[src/design/ccq_pkg.sv]
package ccq_pkg;

  typedef enum logic [1:0] {
    REQ_PUSH    = 2'd0,
    REQ_POP     = 2'd1,
    REQ_DISCARD = 2'd2,
    REQ_CLEAR   = 2'd3
  } req_e;

  localparam logic [2:0] KIND_EFFECT     = 3'd2;
  localparam logic [2:0] KIND_RGB        = 3'd3;
  localparam logic [2:0] KIND_BRIGHTNESS = 3'd4;
  localparam logic [2:0] KIND_RECONCILE  = 3'd6;

  typedef struct packed {
    logic [1:0]  req_type;
    logic [2:0]  cmd_type;
    logic        allow_coalesce;
    logic [31:0] cmd_generation;
    logic [7:0]  cmd_length;
    logic [63:0] cmd_payload;
    logic [31:0] ref_generation;
  } cmd_t;

  typedef struct packed {
    logic        ok;
    logic [2:0]  out_type;
    logic [31:0] out_id;
    logic [31:0] out_generation;
    logic [7:0]  out_length;
    logic [63:0] out_payload;
    logic [4:0]  discarded_count;
    logic [4:0]  queue_depth;
    logic [31:0] coalesce_total;
  } res_t;

  typedef struct packed {
    logic [2:0]  kind;
    logic [31:0] ident;
    logic [31:0] gen;
    logic [7:0]  len;
    logic [63:0] data;
  } entry_t;

  // per-cycle write command from the sequencer to every cell
  typedef struct packed {
    logic   write;   // cell at sel takes wentry
    entry_t wentry;
  } cell_ctl_t;

  function automatic logic replaceable(input logic [2:0] k);
    return (k == KIND_EFFECT) || (k == KIND_RGB) || (k == KIND_BRIGHTNESS) ||
           (k == KIND_RECONCILE);
  endfunction

endpackage

[src/design/ccq_cell.sv]
module ccq_cell (
  input  logic               clk_i,
  input  ccq_pkg::cell_ctl_t ctl_i,
  input  logic               sel_i,
  input  logic               shift_i,
  input  ccq_pkg::entry_t    next_i,
  output ccq_pkg::entry_t    entry_o
);

  ccq_pkg::entry_t entry_q;

  always_ff @(posedge clk_i) begin
    if (ctl_i.write && sel_i) begin
      entry_q <= ctl_i.wentry;
    end else if (shift_i) begin
      entry_q <= next_i;
    end
  end

  assign entry_o = entry_q;

endmodule

[src/design/coalescing_command_queue.sv]
// Push and clear: done_o strobes in ST_DONE, which follows ST_EXEC after start is taken.
// Pop and discard-older examine one slot per cycle in ST_WALK, then go to ST_DONE
// (pop stops at the first live entry).
// busy is high until the strobe cycle ends; no new request is taken before then.
// The strobe lasts one cycle; the receiver cannot stall.
// Reset (async, active low) empties the queue, sets next id 1, clears coalesce count.
module coalescing_command_queue #(
  parameter int QUEUE_DEPTH     = 16,
  parameter int MAX_PAYLOAD_LEN = 8
) (
  input  logic          clk_i,
  input  logic          rst_ni,
  input  logic          start,
  output logic          busy,
  input  ccq_pkg::cmd_t cmd_i,
  output logic          done_o,
  output ccq_pkg::res_t res_o
);

  localparam int IW = (QUEUE_DEPTH > 1) ? $clog2(QUEUE_DEPTH) : 1;
  localparam int CW = $clog2(QUEUE_DEPTH + 1);

  typedef enum logic [3:0] {
    ST_IDLE = 4'b0001,
    ST_EXEC = 4'b0010,
    ST_WALK = 4'b0100,
    ST_DONE = 4'b1000
  } state_e;

  state_e          state_q, state_d;
  ccq_pkg::cmd_t   cmd_q;
  ccq_pkg::res_t   res_q, res_d;
  logic [CW-1:0]   count_q, count_d;
  logic [CW-1:0]   step_q, step_d;
  logic [CW-1:0]   keep_q, keep_d;
  logic [CW-1:0]   drop_q, drop_d;
  logic            found_q, found_d;
  logic [31:0]     next_id_q, next_id_d;
  logic [31:0]     coal_q, coal_d;
  logic            done_q;

  ccq_pkg::cell_ctl_t ctl;
  logic [QUEUE_DEPTH-1:0] sel;
  logic [QUEUE_DEPTH-1:0] shen;
  ccq_pkg::entry_t ent [QUEUE_DEPTH];
  ccq_pkg::entry_t cur;

  // chain shifts toward index 0; cells at or above the removal point take their neighbor
  for (genvar g = 0; g < QUEUE_DEPTH; g++) begin : g_cell
    ccq_cell u_cell (
      .clk_i  (clk_i),
      .ctl_i  (ctl),
      .sel_i  (sel[g]),
      .shift_i(shen[g]),
      .next_i (ent[(g + 1) % QUEUE_DEPTH]),
      .entry_o(ent[g])
    );
  end

  // entry under examination; kept entries stay below keep_q
  assign cur = ent[keep_q[IW-1:0]];

  // newest matching slot for coalescing
  logic          hit;
  logic [IW-1:0] hit_idx;
  always_comb begin
    hit = 1'b0;
    hit_idx = '0;
    for (int i = 0; i < QUEUE_DEPTH; i++) begin
      if ((CW'(i) < count_q) && (ent[i].kind == cmd_q.cmd_type)) begin
        hit = 1'b1;
        hit_idx = IW'(i);
      end
    end
  end

  logic stale;
  logic [31:0] nid;
  always_comb begin
    if (cmd_q.req_type == ccq_pkg::REQ_POP) begin
      stale = (cur.gen != '0) && (cmd_q.ref_generation != '0) &&
              (cur.gen < cmd_q.ref_generation);
    end else begin
      stale = (cur.gen != '0) && (cur.gen < cmd_q.ref_generation);
    end
    nid = (next_id_q == 32'hFFFF_FFFF) ? 32'd1 : next_id_q + 32'd1;
  end

  always_comb begin
    state_d   = state_q;
    res_d     = res_q;
    count_d   = count_q;
    step_d    = step_q;
    keep_d    = keep_q;
    drop_d    = drop_q;
    found_d   = found_q;
    next_id_d = next_id_q;
    coal_d    = coal_q;
    ctl       = '0;
    sel       = '0;
    shen      = '0;
    ctl.wentry = '{kind: cmd_q.cmd_type, ident: next_id_q, gen: cmd_q.cmd_generation,
                   len: cmd_q.cmd_length, data: cmd_q.cmd_payload};
    case (state_q)
      ST_IDLE: begin
        if (start) begin
          state_d = ST_EXEC;
        end
      end
      ST_EXEC: begin
        res_d = '0;
        step_d = '0;
        keep_d = '0;
        drop_d = '0;
        found_d = 1'b0;
        state_d = ST_DONE;
        case (cmd_q.req_type)
          ccq_pkg::REQ_PUSH: begin
            if (cmd_q.cmd_length <= 8'(MAX_PAYLOAD_LEN)) begin
              next_id_d = nid;
              if (cmd_q.allow_coalesce && ccq_pkg::replaceable(cmd_q.cmd_type) && hit) begin
                ctl.write = 1'b1;
                sel[hit_idx] = 1'b1;
                coal_d = coal_q + 32'd1;
                res_d.ok = 1'b1;
              end else if (count_q < CW'(QUEUE_DEPTH)) begin
                ctl.write = 1'b1;
                sel[count_q[IW-1:0]] = 1'b1;
                count_d = count_q + CW'(1);
                res_d.ok = 1'b1;
              end
            end
          end
          ccq_pkg::REQ_CLEAR: count_d = '0;
          default: state_d = ST_WALK;
        endcase
      end
      ST_WALK: begin
        // one slot per cycle; a removed entry is closed up by the cells above it
        if ((step_q < count_q) && !found_q) begin
          step_d = step_q + CW'(1);
          if (stale) begin
            drop_d = drop_q + CW'(1);
            for (int i = 0; i < QUEUE_DEPTH; i++) begin
              shen[i] = (CW'(i) >= keep_q);
            end
          end else if (cmd_q.req_type == ccq_pkg::REQ_POP) begin
            found_d = 1'b1;
            shen = '1;
            res_d.ok = 1'b1;
            res_d.out_type = cur.kind;
            res_d.out_id = cur.ident;
            res_d.out_generation = cur.gen;
            res_d.out_length = cur.len;
            res_d.out_payload = cur.data;
          end else begin
            keep_d = keep_q + CW'(1);
          end
        end else begin
          count_d = count_q - drop_q - CW'(found_q);
          state_d = ST_DONE;
        end
      end
      ST_DONE: state_d = ST_IDLE;
      default: state_d = ST_IDLE;
    endcase
    res_d.discarded_count = 5'(drop_d);
    res_d.queue_depth = 5'(count_d);
    res_d.coalesce_total = coal_d;
  end

  always_ff @(posedge clk_i or negedge rst_ni) begin
    if (!rst_ni) begin
      state_q   <= ST_IDLE;
      count_q   <= '0;
      next_id_q <= 32'd1;
      coal_q    <= '0;
      done_q    <= 1'b0;
      step_q    <= '0;
      keep_q    <= '0;
      drop_q    <= '0;
      found_q   <= 1'b0;
    end else begin
      state_q   <= state_d;
      count_q   <= count_d;
      next_id_q <= next_id_d;
      coal_q    <= coal_d;
      done_q    <= (state_q != ST_IDLE) && (state_d == ST_DONE);
      step_q    <= step_d;
      keep_q    <= keep_d;
      drop_q    <= drop_d;
      found_q   <= found_d;
    end
  end

  always_ff @(posedge clk_i) begin
    if (state_q == ST_IDLE && start) begin
      cmd_q <= cmd_i;
    end
    res_q <= res_d;
  end

  assign busy   = (state_q != ST_IDLE);
  assign done_o = done_q;
  assign res_o  = res_q;

endmodule

[config.mk]
export PLATFORM = sky130hd
export DESIGN_NAME = coalescing_command_queue
export DESIGN_NICKNAME = d
export VERILOG_FILES = /design/src/design/ccq_pkg.sv /design/src/design/ccq_cell.sv /design/src/design/coalescing_command_queue.sv
export SDC_FILE = /design/constraint.sdc
export NUM_CORES = 2
export LEC_CHECK = 0
export BUFFER_PORTS_ARGS = -buffer_cell sky130_fd_sc_hd__buf_2
export CORE_UTILIZATION = 55
export DETAILED_ROUTE_END_ITERATION = 16
export PLACE_DENSITY_LB_ADDON = 0.3
export SLEW_MARGIN = 20
export SYNTH_ARGS = -nofsm -noshare
export SYNTH_HDL_FRONTEND = slang
export SYNTH_HIERARCHICAL = 1
export SYNTH_SLANG_ARGS = --single-unit
[constraint.sdc]
create_clock -name clk_i -period 12.5 [get_ports clk_i]
set_input_delay 3.75 -clock clk_i [delete_from_list [all_inputs] [get_ports clk_i]]
set_output_delay 3.75 -clock clk_i [all_outputs]
set_load 0.02 [all_outputs]
## After elaboration in Yosys (flattened, before gate mapping)

Index checks and enable logic that the tools add are counted.

| word-level totals | value |
|---|---|
| register bits after elaboration | 2638 |
| input bits | 145 |
| logic and storage cells | 375 |

| cells by class | value |
|---|---|
| add/subtract/negate cells | 8 |
| magnitude comparators | 41 |
| equal/unequal tests | 32 |
| mux-type cells | 117 |
| bitwise operators | 1 |
| reductions and logical operators | 71 |

Operators with widths:

| kind | number |
|---|---|
| $mux 139 | 34 |
| $bmux 139 s4 | 1 |
| $mux 140 | 3 |
| $pmux 140 s2 | 1 |
| $mux 32 | 5 |
| $mux 16 | 9 |
| $add 32x1->32 const B | 2 |
| $mux 4 | 16 |
| $reduce_bool 32->1 | 2 |
| $mux 5 | 10 |
| $pmux 5 s2 | 5 |
| $eq 3x3->1 | 16 |
| $logic_and 1x1->1 | 42 |
| $ge 4x5->1 const A | 8 |
| $lt 4x5->1 const A | 8 |
| $reduce_bool 2->1 | 17 |
| $eq 32x32->1 const B | 1 |
| $lt 32x32->1 | 1 |
| $mux 1 | 28 |
| $add 5x1->5 const B | 4 |
| $ge 3x5->1 const A | 4 |
| $lt 3x5->1 const A | 4 |
| $pmux 4 s3 | 1 |
| $ge 1x5->1 const A | 2 |
| other kinds (32) | 46 |

## Depth between registers and ports, before layout

| logic depth | value |
|---|---|
| word-level depth | 27 |
| depth in mapped cells | 21 |
| gate-level depth less buffers | 16 |

## Cells and area by module

The synthesis kept the hierarchy.

Modules (own cells, without submodules):

| module | times used | cells an instance | area an instance (um^2) |
|---|---|---|---|
| ccq_cell | 16 | 295 | 6264.8 |
| coalescing_command_queue | 1 | 2283 | 34114.0 |

## Least setup slack after synthesis

OpenSTA, ideal clock, no wires.

| timing path | value |
|---|---|
| path type | input port to flip-flop |
| start point | in start |
| end point | reg cmd_q[0] (netlist bit) (enable) |
| library setup time | 0.646 ns |
| arrival time | 9.652 ns |
| required time | 11.854 ns |
| setup slack | 2.202 ns |
| stages | 2 |
| path buffers | 0 |
| cells stage by stage | inv_1 > nor2_1 |

| between the ends | value |
|---|---|
| cells in the longest elaborated chain, start to end | 1 |

Ends and longest elaborated chain:

| what | RTL line | RTL |
|---|---|---|
| start, declared | coalescing_command_queue.sv:13 | `input logic start,` |
| $logic_and 1x1->1 | coalescing_command_queue.sv:197 | `if (state_q == ST_IDLE && start) begin` |
| end signal, assigned | coalescing_command_queue.sv:198 | `cmd_q <= cmd_i;` |
| end, declared | coalescing_command_queue.sv:31 | `ccq_pkg::cmd_t cmd_q;` |

No other way between the ends.
A chain may end at the register's enable or synchronous reset.

==> metrics.cfg <==
[synth]
ys_seq_area_share_pct = 58.32
ys_warn_count = 6
synth_cell_types = 73
synth_area_leaders = edfxtp_1 56%, mux2_4 18%, mux4_2 11%, mux2_2 5.4%, dfrtp_1 1.6%
ys.flop_type = edfxtp_1
synth_edf_count = 2506
syn-num-nets = 7204
async_flop_share_pct = 3.412
synthCells = 7003
yosys.area.top_type = edfxtp_1
synth_top_cell_area_share_pct = 56.01
yosys_register_bits = 2638
avgSynthCellArea_um2 = 19.18
syn_area_um2 = 134400

[clocking]
post_cts.repair.setup_buffers = 0
cts-root-buf = clkbuf_16
post_cts_resized = 0
cts_tree = done
numCtsBuffers = 297
holdBufCountCts = 0
clk_pin_slew_worst_paths_ps = 70
cts_max_level = 5
cts_buffer_depth = 4
clkLatencyLatePin_ps = 1000
cts.sinks = 2638

[route]
via_per_inst = 6.829
route.detailed.drc = 0
dr.pass1.iters = 5
ant_nets = 0
drt-total-wl_um = 381800
drt_iter0_drc = 9606
vias = 73430
wire_per_inst_um = 35.51

[cells_and_area]
final_nets = 7528
syn_to_final_growth_pct = 9.914
layout_common_cells = 2506 x edfxtp_1, 1584 x mux2_4, 672 x mux4_2
fill_cells = 17080
final_common_cell = edfxtp_1
drive_gt1_share_pct = 50.74
multiInputGateArea_um2 = 52840
register_area_um2 = 78360

[sta]
final_max_slew_viol_count = 0
timing.final.crit_share_pct = 67.42
clock_skew_ps = 110.0
slew_headroom_pct = 18.97
setup_tns_ps = 0
worst_pin_slew_ps = 1215
setup_violations = 0
rsz0062_at_grt = no
hold_viol_final = 0
max_freq_mhz = 118.7
finalWorstSetupSlack_ps = 4072
finalCriticalPeriod_ps = 8428

[worst_setup_path]
critPathRequiredTime_ps = 13050
path_max_fanout = 92
cp_top_family = buffers and inverters
reg2regPathDepth = 17
crit_type = reg -> reg
worst-path-buf-inv = 4
worstPathCellList = buf_12 -> buf_16 -> buf_4 -> mux4_2 -> mux4_2 -> ha_1 -> o21ai_0 -> nand2b_1 -> a21oi_1 -> a211oi_1 -> nor4_1 -> a21oi_1 -> nand4_1 -> nand3_2 -> o41ai_1 -> nand2b_4 -> buf_12
cp_slowest_cell = nand2b_4
max_stage_delay_ps = 990
cp-start-kind = flop
cp_num_cells = 17
arrival_ps = 8980
end_kind = flop

[grt]
grt_usage_pct = 30.91
grt_pass1_vias = 74950
grt_max_degree = 125
overflow = 0
antenna_found_initial = 12
grt_pass1_wl_um = 549500

[floorplan]
initial_utilization_pct = 55.29
fp.coreArea_um2 = 243000
rows = 181
die_area_um2 = 246300
die_y_um = 496.2
dieWidth_um = 496.2
io_pins = 329

[hold_path]
hold_path.class = reg -> reg
hold_depth = 1

[outcome]
status = complete, no violations

[placed_design]
port_buffers = 328
dp_slack_ps = 4206
globalplace.congestion = 0.9018
post-dp-hpwl_um = 214000

[pwr]
irDropWorstVdd_uv = 166.0
pwr_density_cell_nw_per_um2 = 131.4
p_leak_nw = 55.46

[flow_run]
maxCapViolations = 0

==> routing by layer <==
layer	vias up	track usage, %	wire length (um)
li1	28970	-	-
met1	39020	43.86	149800
met2	4728	48.34	178800
met3	714	5.557	39370
met4	2	10.59	13820
met5	-	0	13
==> logic make-up (layout without fill, tap and decap cells) <==
family,count (synthesis),after routing,share of synthesized area (%)
buffers and inverters,503,1045,2.557
other,0,5,0
and+or+nand+nor,579,579,2.255
muxes,2955,2955,34.78
DFF,2638,2638,58.32
adders and majority gates,56,56,0.5327
AOI/OAI and AO/OA,154,154,0.7944
xor gates and xnor gates,118,118,0.7693
==> layout make-up <==
type / count / share of cell area, %
Antenna cell: 5 / 0.008473
Clock buffer: 374 / 5.374
Clock inverter: 143 / 0.8948
Inverter: 59 / 0.1500
Multi-Input combinational cell: 3862 / 35.78
Sequential cell: 2638 / 53.07
Tap cell: 3202 / 2.713
Timing Repair Buffer: 469 / 2.010
==> per-stage QoR <==
step	instances	total power, mW	area [um2]	util (%)	hold WS, ps
floorplan	7003	10.62	134400	-	439.1
global placement	10230	11.03	138300	56.92	455.9
detailed placement	10230	11.05	138300	56.93	467.2
CTS	10750	19.50	147600	60.74	475.2
global route	10750	19.88	147700	60.77	499.3
finish	10750	19.40	147700	60.77	479.5
==> cells in the mapped netlist (all sizes together) (3+ instances only) <==
| cell type | n |
|---|---|
| edfxtp | 2506 |
| mux2 | 2229 |
| mux4 | 672 |
| buf | 333 |
| and2 | 149 |
| nand2 | 134 |
| clkbuf | 111 |
| nor2 | 92 |
| dfrtp | 88 |
| xor2 | 65 |
| inv | 58 |
| ha | 54 |
| mux2i | 54 |
| xnor2 | 53 |
| dfxtp | 42 |
| a21oi | 40 |
| nand3 | 40 |
| nand4 | 33 |
| nand2b | 28 |
| nor4 | 26 |
| o21ai | 25 |
| nor3 | 24 |
| and3 | 18 |
| o31ai | 17 |
| a21o | 9 |
| and4 | 8 |
| or2 | 7 |
| a2111oi | 6 |
| o211ai | 6 |
| o22ai | 6 |
| o41ai | 6 |
| nor2b | 5 |
| a211oi | 4 |
| a22oi | 4 |
| a311o | 3 |
| nand3b | 3 |
| nor4b | 3 |
| or3 | 3 |
| or4 | 3 |
==> final timing paths <==
path	start	to	slack, ps
max in group asynchronous	rst_ni	keep_q[3]	8270
worst min-delay path	coal_q[31]	coal_q[31]	480
worst min register to register	coal_q[31]	coal_q[31]	480
worst max register to register	keep_q[1]	g_cell[2].u_cell/entry_o[67]	4070
min in group asynchronous	rst_ni	coal_q[14]	2780
worst max-delay path	keep_q[1]	g_cell[2].u_cell/entry_o[67]	4070
==> sequential cells by signal, summed over array words and instances, names as in the netlist <==
| register | cells |
|---|---|
| cmd_q | 142 |
| coal_q | 32 |
| count_q | 5 |
| done_o | 1 |
| drop_q | 5 |
| found_q | 1 |
| g_cell.u_cell/entry_o | 2224 |
| keep_q | 5 |
| next_id_q | 32 |
| res_o | 182 |
| state_q | 4 |
| step_q | 5 |
==> report_power, final <==
| part | total [mW] | switching (mW) | internal [mW] |
|---|---|---|---|
| combinational | 0.647 | 0.461 | 0.186 |
| clock | 8.53 | 3.57 | 4.96 |
| sequential | 10.2 | 0.424 | 9.80 |
| total | 19.4 | 4.45 | 14.9 |
Power figures use the tool's default switching activity.
